[src/sv/ckl_pkg.sv]
// Package for the counted key list table: sizes, operation and status codes, cell control.
`default_nettype none
package ckl_pkg;

  localparam int CklCapacity  = 64;
  localparam int CklKeyBits   = 16;
  localparam int CklCountBits = 16;

  localparam int ModeW   = 2;
  localparam int KeyW    = 16;
  localparam int PosW    = 6;
  localparam int StatusW = 3;
  localparam int IndexW  = 6;
  localparam int CountW  = 16;
  localparam int TotalW  = 7;

  localparam logic [ModeW-1:0] MODE_INSERT = 2'd0;
  localparam logic [ModeW-1:0] MODE_DELETE = 2'd1;

  localparam logic [StatusW-1:0] ST_NEW       = 3'd0;
  localparam logic [StatusW-1:0] ST_RAISED    = 3'd1;
  localparam logic [StatusW-1:0] ST_LOWERED   = 3'd2;
  localparam logic [StatusW-1:0] ST_REMOVED   = 3'd3;
  localparam logic [StatusW-1:0] ST_READ      = 3'd4;
  localparam logic [StatusW-1:0] ST_NOT_FOUND = 3'd5;
  localparam logic [StatusW-1:0] ST_FULL      = 3'd6;
  localparam logic [StatusW-1:0] ST_BAD_POS   = 3'd7;

  // Control broadcast from the sequencer to every cell.
  typedef struct packed {
    logic compare;  // latch this cell's pick flag
    logic by_pos;   // pick by position instead of by key
    logic insert;   // open a slot at the position and write the new key
    logic remove;   // close the slot at the removal index
    logic update;   // the picked cell loads the new count
  } ckl_ctrl_t;

endpackage
`default_nettype wire

[src/sv/ckl_cell.sv]
// One entry of the key list: key and count registers, compare and neighbor shift.
`default_nettype none
module ckl_cell #(
  parameter int KEY_BITS   = 16,
  parameter int COUNT_BITS = 16,
  parameter int CW         = 7,
  parameter int IDX        = 0
) (
  input  wire                    clk_i,
  input  wire                    rst_ni,
  input  ckl_pkg::ckl_ctrl_t     ctrl_i,
  input  wire [KEY_BITS-1:0]     key_i,
  input  wire [COUNT_BITS-1:0]   count_i,
  input  wire [CW-1:0]           pos_i,
  input  wire [CW-1:0]           rm_idx_i,
  input  wire [CW-1:0]           used_i,
  input  wire [KEY_BITS-1:0]     prev_key_i,
  input  wire [COUNT_BITS-1:0]   prev_count_i,
  input  wire [KEY_BITS-1:0]     next_key_i,
  input  wire [COUNT_BITS-1:0]   next_count_i,
  output logic [KEY_BITS-1:0]    key_o,
  output logic [COUNT_BITS-1:0]  count_o,
  output logic                   pick_o
);
  import ckl_pkg::*;

  localparam logic [CW-1:0] MyIdx = CW'(IDX);

  logic [KEY_BITS-1:0]   key_q, key_d;
  logic [COUNT_BITS-1:0] count_q, count_d;
  logic                  pick_q, pick_d;
  logic                  occupied;

  assign occupied = MyIdx < used_i;

  always_comb begin
    pick_d = pick_q;
    if (ctrl_i.compare) begin
      if (ctrl_i.by_pos) begin
        pick_d = occupied && (MyIdx == pos_i);
      end else begin
        pick_d = occupied && (key_q == key_i);
      end
    end
  end

  always_comb begin
    key_d   = key_q;
    count_d = count_q;
    if (ctrl_i.insert) begin
      if (MyIdx > pos_i) begin
        key_d   = prev_key_i;
        count_d = prev_count_i;
      end else if (MyIdx == pos_i) begin
        key_d   = key_i;
        count_d = count_i;
      end
    end
    if (ctrl_i.remove && (MyIdx >= rm_idx_i)) begin
      key_d   = next_key_i;
      count_d = next_count_i;
    end
    if (ctrl_i.update && pick_q) begin
      count_d = count_i;
    end
  end

  always_ff @(posedge clk_i or negedge rst_ni) begin
    if (!rst_ni) begin
      pick_q <= 1'b0;
    end else begin
      pick_q <= pick_d;
    end
  end

  always_ff @(posedge clk_i) begin
    key_q   <= key_d;
    count_q <= count_d;
  end

  assign key_o   = key_q;
  assign count_o = count_q;
  assign pick_o  = pick_q;

endmodule
`default_nettype wire
[config.mk]
export PLATFORM = sky130hd
export DESIGN_NAME = ckl_cell
export DESIGN_NICKNAME = d
export VERILOG_FILES = /design/src/sv/ckl_pkg.sv /design/src/sv/ckl_cell.sv
export SDC_FILE = /design/constraint.sdc
export NUM_CORES = 1
export LEC_CHECK = 0
export ABC_AREA = 1
export BUFFER_PORTS_ARGS = -buffer_cell sky130_fd_sc_hd__buf_2
export CAP_MARGIN = 25
export CORE_MARGIN = 3
export CORE_UTILIZATION = 35
export CTS_BUF_LIST = sky130_fd_sc_hd__clkbuf_2
export DETAILED_ROUTE_END_ITERATION = 8
export PLACE_DENSITY = 0.76
export SYNTH_ARGS = -nofsm -noshare
export SYNTH_HDL_FRONTEND = slang
export SYNTH_SLANG_ARGS = --single-unit
[constraint.sdc]
create_clock -name clk_i -period 2.05 [get_ports clk_i]
set_input_delay 0.1025 -clock clk_i [delete_from_list [all_inputs] [get_ports clk_i]]
set_output_delay 0.1025 -clock clk_i [all_outputs]
set_load 0.01 [all_outputs]
# Word level (Yosys, flattened, before mapping)

Cells that the tools add are included.

Div/mod/pow operators: 0
Add/subtract/negate cells: 0
Bitwise gates (word level): 0
Shifts and indexed selects: 0
Multiply operators: 0
Reductions and logical operators: 11
$lt $le $gt $ge: 3
Mux-type cells: 10
Eq/ne operators: 1

Operators with widths:

| cell                                                                         | count |
|---|---|
| 16-bit 2-to-1 mux                                                            | 9 |
| 16-bit == test                                                               | 1 |
| 1-bit by 7-bit >= comparator with 1-bit output (first input constant)        | 1 |
| 1-bit by 7-bit > comparator with 1-bit output (first input constant)         | 1 |
| 7-bit zero test                                                              | 1 |
| 1-bit by 7-bit less-than comparator with 1-bit output (first input constant) | 1 |
| 3-bit nonzero test                                                           | 2 |
| 1-bit logical AND                                                            | 4 |
| 2-bit AND reduction                                                          | 2 |
| 4-bit nonzero test                                                           | 1 |
| 2-bit nonzero test                                                           | 1 |
| 1-bit 2-to-1 mux                                                             | 1 |

Bits of input ports: 124
Latch bits: 0
Flip-flop bits (word level): 33
Output and inout port bits: 33
Word-level logic and storage cells: 28
Memory bits (read-only): 0
Memories: 0
Memory bits (writable): 0

# Logic depth before layout (Yosys ltp)

Gate-level depths: netlist of run 1.

Depth in word-level cells: 6
Gate-level depth with buffers: 10
Depth with buffers taken out: 10

# Worst setup path after synthesis of run 1

No wires, ideal clock.

Kind: reg2reg
Start point: register pick_q (netlist: pick_o)
End point: register count_q[0] (netlist: count_o[0]) (enable)
Buffers on the path: 1
Cell stages (with the launch flop): 4
Data arrival time: 1.394 ns
Clock period less this slack: 1.810 ns
Data required time: 1.634 ns
Setup time: 0.416 ns
Setup slack: 0.240 ns
Cell sequence: dfrtp_1 nand2_1 clkbuf_1 nand3_1

Longest elaborated chain between the ends: 3
Elaborated cells on any way between the ends: 4
Those cells by class: reduce/logical (4)

Ends and longest elaborated chain:

| element                                                                          | line           | text |
|---|---|---|
| start: declaration                                                               | ckl_cell.sv:31 | `logic pick_q, pick_d;` |
| start signal: assignment                                                         | ckl_cell.sv:72 | `pick_q <= pick_d;` |
| 1-bit logical AND *                                                              | ckl_cell.sv:63 | `if (ctrl_i.update && pick_q) begin` |
| 4-bit nonzero test (no source line) / 3-bit nonzero test (equally long branches) | n/a            |  |
| 2-bit AND reduction (no source line) *                                           | n/a            |  |
| end signal: assignment                                                           | ckl_cell.sv:78 | `count_q <= count_d;` |
| end: declaration                                                                 | ckl_cell.sv:30 | `logic [COUNT_BITS-1:0] count_q, count_d;` |

Every way passes the cells marked *; elsewhere a longest branch is shown, timed or not.
A chain may end at the register's enable or synchronous reset.

# Worst setup path in the final report of run 1

Start point: register pick_q (netlist: pick_o)
End point: register count_q[4] (netlist: count_o[4]), data pin

Longest elaborated chain between the ends: 2

Ends and longest elaborated chain:

| element              | line |
|---|---|
| 1-bit logical AND    | ckl_cell.sv:63 |
| 16-bit 2-to-1 mux    | ckl_cell.sv:63 |
| named net count_d[4] | ckl_cell.sv:30 |

The timed path passes the listed nets, and every way through them passes these cells.

==> reports/summary.txt, run 1 <==
Crit start category = flop
Hold Crit Class = in -> reg
Antenna Nets Post-Route = 0
Mapped Nets = 343
Number of synthesized register bits = 33
Die H = 77.9 um
RSZ-0062 raised after global routing = false
WS Path Type = reg -> reg
Nets@finish = 518
CTS max path bufs = 2
Worst Skew = 0.0130 ns
Routed via count = 2096
CP arrival = 2.06 ns
Final core occ = 62.6%
Inserted Diodes = 0
Clock Latency Late Sink = 0.37 ns
Detailed Place HPWL = 4150 um
Residual DRC = 0
Static Leak = 1.54 nW
I/O Buffers = 124
Power Total = 1.41 mW
Post-synth top area cell = edfxtp_1
Final period util = 92.8%
Number of global-route vias before repair = 2105
DR pass1 iterations = 5
Net Sw Power = 314 uW
Antenna violations before repair = 0
Max Slew Vio Count = 0
Most common cell on crit path = nand2_1
Post-CTS Setup Repair Bufs = 0
Placed cell area = 2510 um^2
Largest net degree at the start of global routing = 27
Routed WL = 6040 um
Detail-routed via count per cell = 4.54
Maximum VDD drop = 0.244 mV
Library cells used by synthesis = 19
Die Area = 6060 um^2
First-pass GRT wire length = 9630 um
Highest-delay cell along the critical path = dlygate4sd3_1
CTS tree = done
Endpoints failing hold = 0
Max Clk Rate = 0.526 GHz
Htree depth = 2
Logic pwr share = 16.4%
Outcome = finished, final reports clean
Required @ worst endpoint = 2.20 ns
Aggregate global-route resource usage = 20.2%
Synth-to-layout area growth = 67.8%
Top post-synthesis cells by area = edfxtp_1 (53%), nand2_1 (21%), nand3_1 (5.5%)
Clock root buffer = clkbuf_2
Synth warn = 0
Die span in x = 77.9 um
Final Setup Violations = 0
P per Cell Area = 466 nW/um^2
Total Neg Setup Slack = 0 ns
Starting Density = 37.3%
Part of the power in registers = 52.8%
Syn Inst Count = 219
DRT iter0 DRCs = 79
RD Place Congestion = 0.776
Top Ports = 157
Crit-path max FO = 16
Endpoint class of the critical path = flop
Sequential share of the synthesized area = 54.5%
Slew margin rel. = 71.3%
Cts bufs inserted = 5
Worst-path cell chain = nand2_1 > nand2_4 > nand2_1 > nand2_1 > dlygate4sd3_1
Cell Rows = 25
Synth top area share = 53.1%
Clock Power Share = 30.8%
Pint = 1.10 mW
Mapped Area = 1810 um^2
Slew @ Worst Pin = 0.426 ns
Final instance area = 3030 um^2
Core Region = 4850 um^2
Total grt overflow = 0
Max stage delay on crit path = 0.56 ns
Clk pin slew, worst setup/hold paths = 0.18 ns
Fraction of layout cells with a size suffix above 1 = 35.7%
Avg WL per Cell = 13.1 um
Switching portion of total power = 22.2%
Period minus WS final = 1.90 ns
# Max-Cap Violations = 0
Clk sinks = 33
Post-synthesis average cell area = 8.26 um^2
==> through the flow <==
| step | worst slack, ns | cells | hold WS [ns] |
|---|---|---|---|
| after detailed placement | 0.483 | 408 | -0.121 |
| after CTS | 0.164 | 460 | 0.000294 |
| after floorplan | 0.240 | 219 | -0.193 |
| final | 0.147 | 462 | 0.0252 |
| after global routing | 0.0272 | 462 | 0.00568 |
| after global placement | 0.497 | 408 | -0.121 |
==> routing by layer <==
layer	wire length [um]	track usage, %
met5	0	0
met2	3350	38.4
met4	112	7.47
met3	315	3.94
met1	2260	21.9
==> final cells by class <==
type                       instances  area, um^2
fill                             438        1810
timing repair buffer             174        1120
sequential                        33         986
multi-input combinational        157         689
inverter                          23        87.6
tap                               67        83.8
clock inverter                     2        33.8
clock buffer                       6        30.0
==> logic make-up (layout without fill, tap and decap cells) <==
| logic type | after synthesis | in the layout | synth area share, % |
|---|---|---|---|
| compound gates | 11 | 11 | 3.04 |
| simple gates | 141 | 141 | 32.7 |
| xor+xnor | 5 | 5 | 2.42 |
| buf+inv | 29 | 205 | 7.34 |
| flops | 33 | 33 | 54.5 |
==> state kept, by name (all words and copies together), names as in the netlist <==
name	cells
pick_o	1
key_o	16
count_o	16
==> power by group through the flow <==
stage	Sequential, mW	Clock, mW	Combinational [mW]
6_report	0.746	0.435	0.233
5_1_grt	0.747	0.479	0.261
4_1_cts	0.746	0.452	0.226
3_5_place_dp	0.761	0	0.161
3_3_place_gp	0.761	0	0.155
2_1_floorplan	0.763	0	0.0535
==> timing repair <==
item	in CTS	in global routing
gates resized for setup	0	0
hold endpoints to repair	29	2
hold buffers	44	2
setup endpoints to repair	0	0
==> critical path: cells and delay by family (launching register included) <==
family	cells	cell delay, ns
flops	1	0.44
buf+inv	1	0.56
simple gates	4	0.69
==> final timing paths <==
| path | startpoint | to | slack [ns] | cells past startpoint |
|---|---|---|---|---|
| worst max-delay path | pick_o | count_o[4] | 0.15 | 5 |
| worst min-delay path | next_key_i[5] | key_o[5] | 0.03 | 3 |
| worst max register to register | pick_o | count_o[4] | 0.15 | 5 |
| worst min register to register | pick_o | pick_o | 0.55 | 2 |
| max in group asynchronous | rst_ni | pick_o | 1.38 | 3 |
| min in group asynchronous | rst_ni | pick_o | 0.57 | 3 |
==> cells in the mapped netlist <==
cell type and count:
nor2_1 12, edfxtp_1 32, nand2_4 1, a21oi_1 1, nand2_1 101, nor4_2 2, o21ai_0 10, nor4_1 2
dfrtp_1 1, or2_2 1, nor3_1 1, xnor2_1 5, buf_6 1, buf_4 4, nand2_2 1, clkbuf_1 1
inv_1 22, clkinv_2 1, nand3_1 20
==> layout by cell type (no fill, tap or decap) <==
| cell type | synthesis | final |
|---|---|---|
| bufinv_16 | 0 | 1 |
| clkinv_2 | 1 | 1 |
| nand2_1 | 101 | 101 |
| a21oi_1 | 1 | 1 |
| clkbuf_2 | 0 | 6 |
| nor3_1 | 1 | 1 |
| dfrtp_1 | 1 | 1 |
| inv_1 | 22 | 22 |
| nand2_2 | 1 | 1 |
| nor2_1 | 12 | 12 |
| nand2_4 | 1 | 1 |
| buf_12 | 0 | 1 |
| edfxtp_1 | 32 | 32 |
| buf_4 | 4 | 3 |
| nor4_2 | 2 | 2 |
| nor4_1 | 2 | 2 |
| nand3_1 | 20 | 20 |
| or2_2 | 1 | 1 |
| clkinv_1 | 0 | 1 |
| buf_2 | 0 | 124 |
| xnor2_1 | 5 | 5 |
| dlygate4sd3_1 | 0 | 46 |
| o21ai_0 | 10 | 10 |
Power figures use the tool's default switching activity.
==> inputs of run 2 (changes only) <==
- SETUP_SLACK_MARGIN: default -> 0.5
==> run 2 against run 1 <==
Compared with the run above:
- fmax up 40%
- sequential share of layout area is 0.067 points lower
- wire length is essentially flat
- critical path depth decreased by 1
- design area rose by 0.21%
- largest power group unchanged
- core utilization is 0.13 points higher
- largest cell class unchanged
- via count rose by 0.29%
- first-iteration DRC count decreased by 2.5%
==> reports/summary.txt, run 2 (synthesized netlist as in run 1, its figures left out) <==
Critical Path End = count_o[7]
Die span in x = 77.9 um
Crit-path max FO = 16
Max Slew Vio Count = 0
R2r startpoint = pick_o
P per Cell Area = 504 nW/um^2
Period minus WS final = 1.36 ns
Final period util = 66.5%
Met2 Usage GRT = 36.2%
Routed WL = 6040 um
Max Clk Rate = 0.733 GHz
Crit start category = flop
RSZ-0062 raised after global routing = false
Required @ worst endpoint = 2.18 ns
R2R depth = 4
# Max-Cap Violations = 0
Antenna violations before repair = 0
WS Path Type = reg -> reg
Hold Crit Class = in -> reg
Static Leak = 1.55 nW
Clock Latency Late Sink = 0.36 ns
DR pass1 iterations = 4
I/O Buffers = 124
Final Setup Violations = 0
Fraction of layout cells with a size suffix above 1 = 36.4%
FF+latch area = 986 um^2
Worst R2R End = count_o[7]
Htree depth = 2
Worst Skew = 0.0254 ns
Endpoints failing hold = 0
Met1 Resource Use GR = 22.3%
Post-CTS Setup Repair Bufs = 0
Top Ports = 157
CTS Hold Buffers Added = 43
Antenna Nets Post-Route = 0
RD Place Congestion = 0.747
Starting Density = 37.3%
Clk pin slew, worst setup/hold paths = 0.20 ns
Detailed Place HPWL = 4140 um
Slew @ Worst Pin = 0.387 ns
Die Area = 6060 um^2
Inserted Diodes = 0
Flop-to-flop setup slack = 0.69 ns
Endpoint class of the critical path = flop
Outcome = finished, final reports clean
Avg WL per Cell = 13.1 um
DRT iter0 DRCs = 77
Min-Delay Startpoint = next_key_i[1]
Final core occ = 62.7%
Met3 Use GR = 2.90%
Maximum VDD drop = 0.267 mV
Slew margin rel. = 74.1%
Number of global-route vias before repair = 2109
CTS resizes = 0
CTS tree = done
Total Neg Setup Slack = 0 ns
Clock root buffer = clkbuf_2
Routed via count = 2102
CP arrival = 1.49 ns
Clk sinks = 33
First-pass GRT wire length = 9460 um
Commonest non-fill, non-tap cell in the layout = buf_2
Busiest grt layer = met2
Die H = 77.9 um
Residual DRC = 0
Total grt overflow = 0
Largest net degree at the start of global routing = 19
Aggregate global-route resource usage = 19.7%
CTS max path bufs = 2
Cell Rows = 25
Commonest non-fill, non-tap cells in the layout = buf_2 (124), nand2_1 (101), dlygate4sd3_1 (44)
Critical path launch point = pick_o
Fill cells = 394
Core Region = 4850 um^2
Area of the multi-input gates = 702 um^2
Detail-routed via count per cell = 4.57
Synth-to-layout area growth = 68.2%
Nets@finish = 516
Cts bufs inserted = 5
[run 2: changes by cell type in the layout (fill, tap and decap cells not counted), sizes merged]
cell,before,now
clkbuf,6,5
bufinv,1,2
dlygate4sd3,46,44
[run 2: area by class of cell]
cell class	count	share of cell area (%)
clock inverter	3	2.14
multi-input combinational	157	23.1
timing repair buffer	172	35.9
inverter	23	2.88
sequential	33	32.4
clock buffer	5	0.823
tap	67	2.76
[run 2: worst min-delay path by stage]
stage               cells past startpoint  slack [ns]         end
floorplan                               0       -0.19      pick_o
global placement                        1       -0.12      pick_o
detailed placement                      1       -0.12      pick_o
CTS                                     3      0.0008  count_o[7]
global route                            3        0.02    key_o[1]
finish                                  3        0.04    key_o[1]
[run 2: critical path, stage by stage (launching register included)]
cell and delay (ns):
dfrtp_1 0.44, nand2_1 0.31, nand2_4 0.20, nand2_1 0.10
nand2_1 0.06
[run 2: power breakdown]
part	switching, mW	leakage [nW]	internal [mW]
Clock	0.227	0.0529	0.327
Sequential	0.00208	0.302	0.744
Combinational	0.0878	1.19	0.145
Total	0.317	1.55	1.22
[run 2: metrics by stage]
stage	instances	hold slack [ns]	power (mW)	area, um^2	worst slack [ns]
floorplan	219	-0.193	0.817	1820	0.542
global placement	408	-0.122	0.917	2510	0.408
detailed placement	408	-0.123	0.922	2510	0.450
CTS	459	0.000816	1.55	3030	0.705
global route	460	0.0165	1.59	3040	0.637
finish	460	0.0388	1.53	3040	0.686
[run 2: routing by layer]
layer	part of all wire [%]	vias up
met5	0	-
met4	2.5	0
met3	5.1	16
met2	53	94
met1	40	942
li1	-	1050
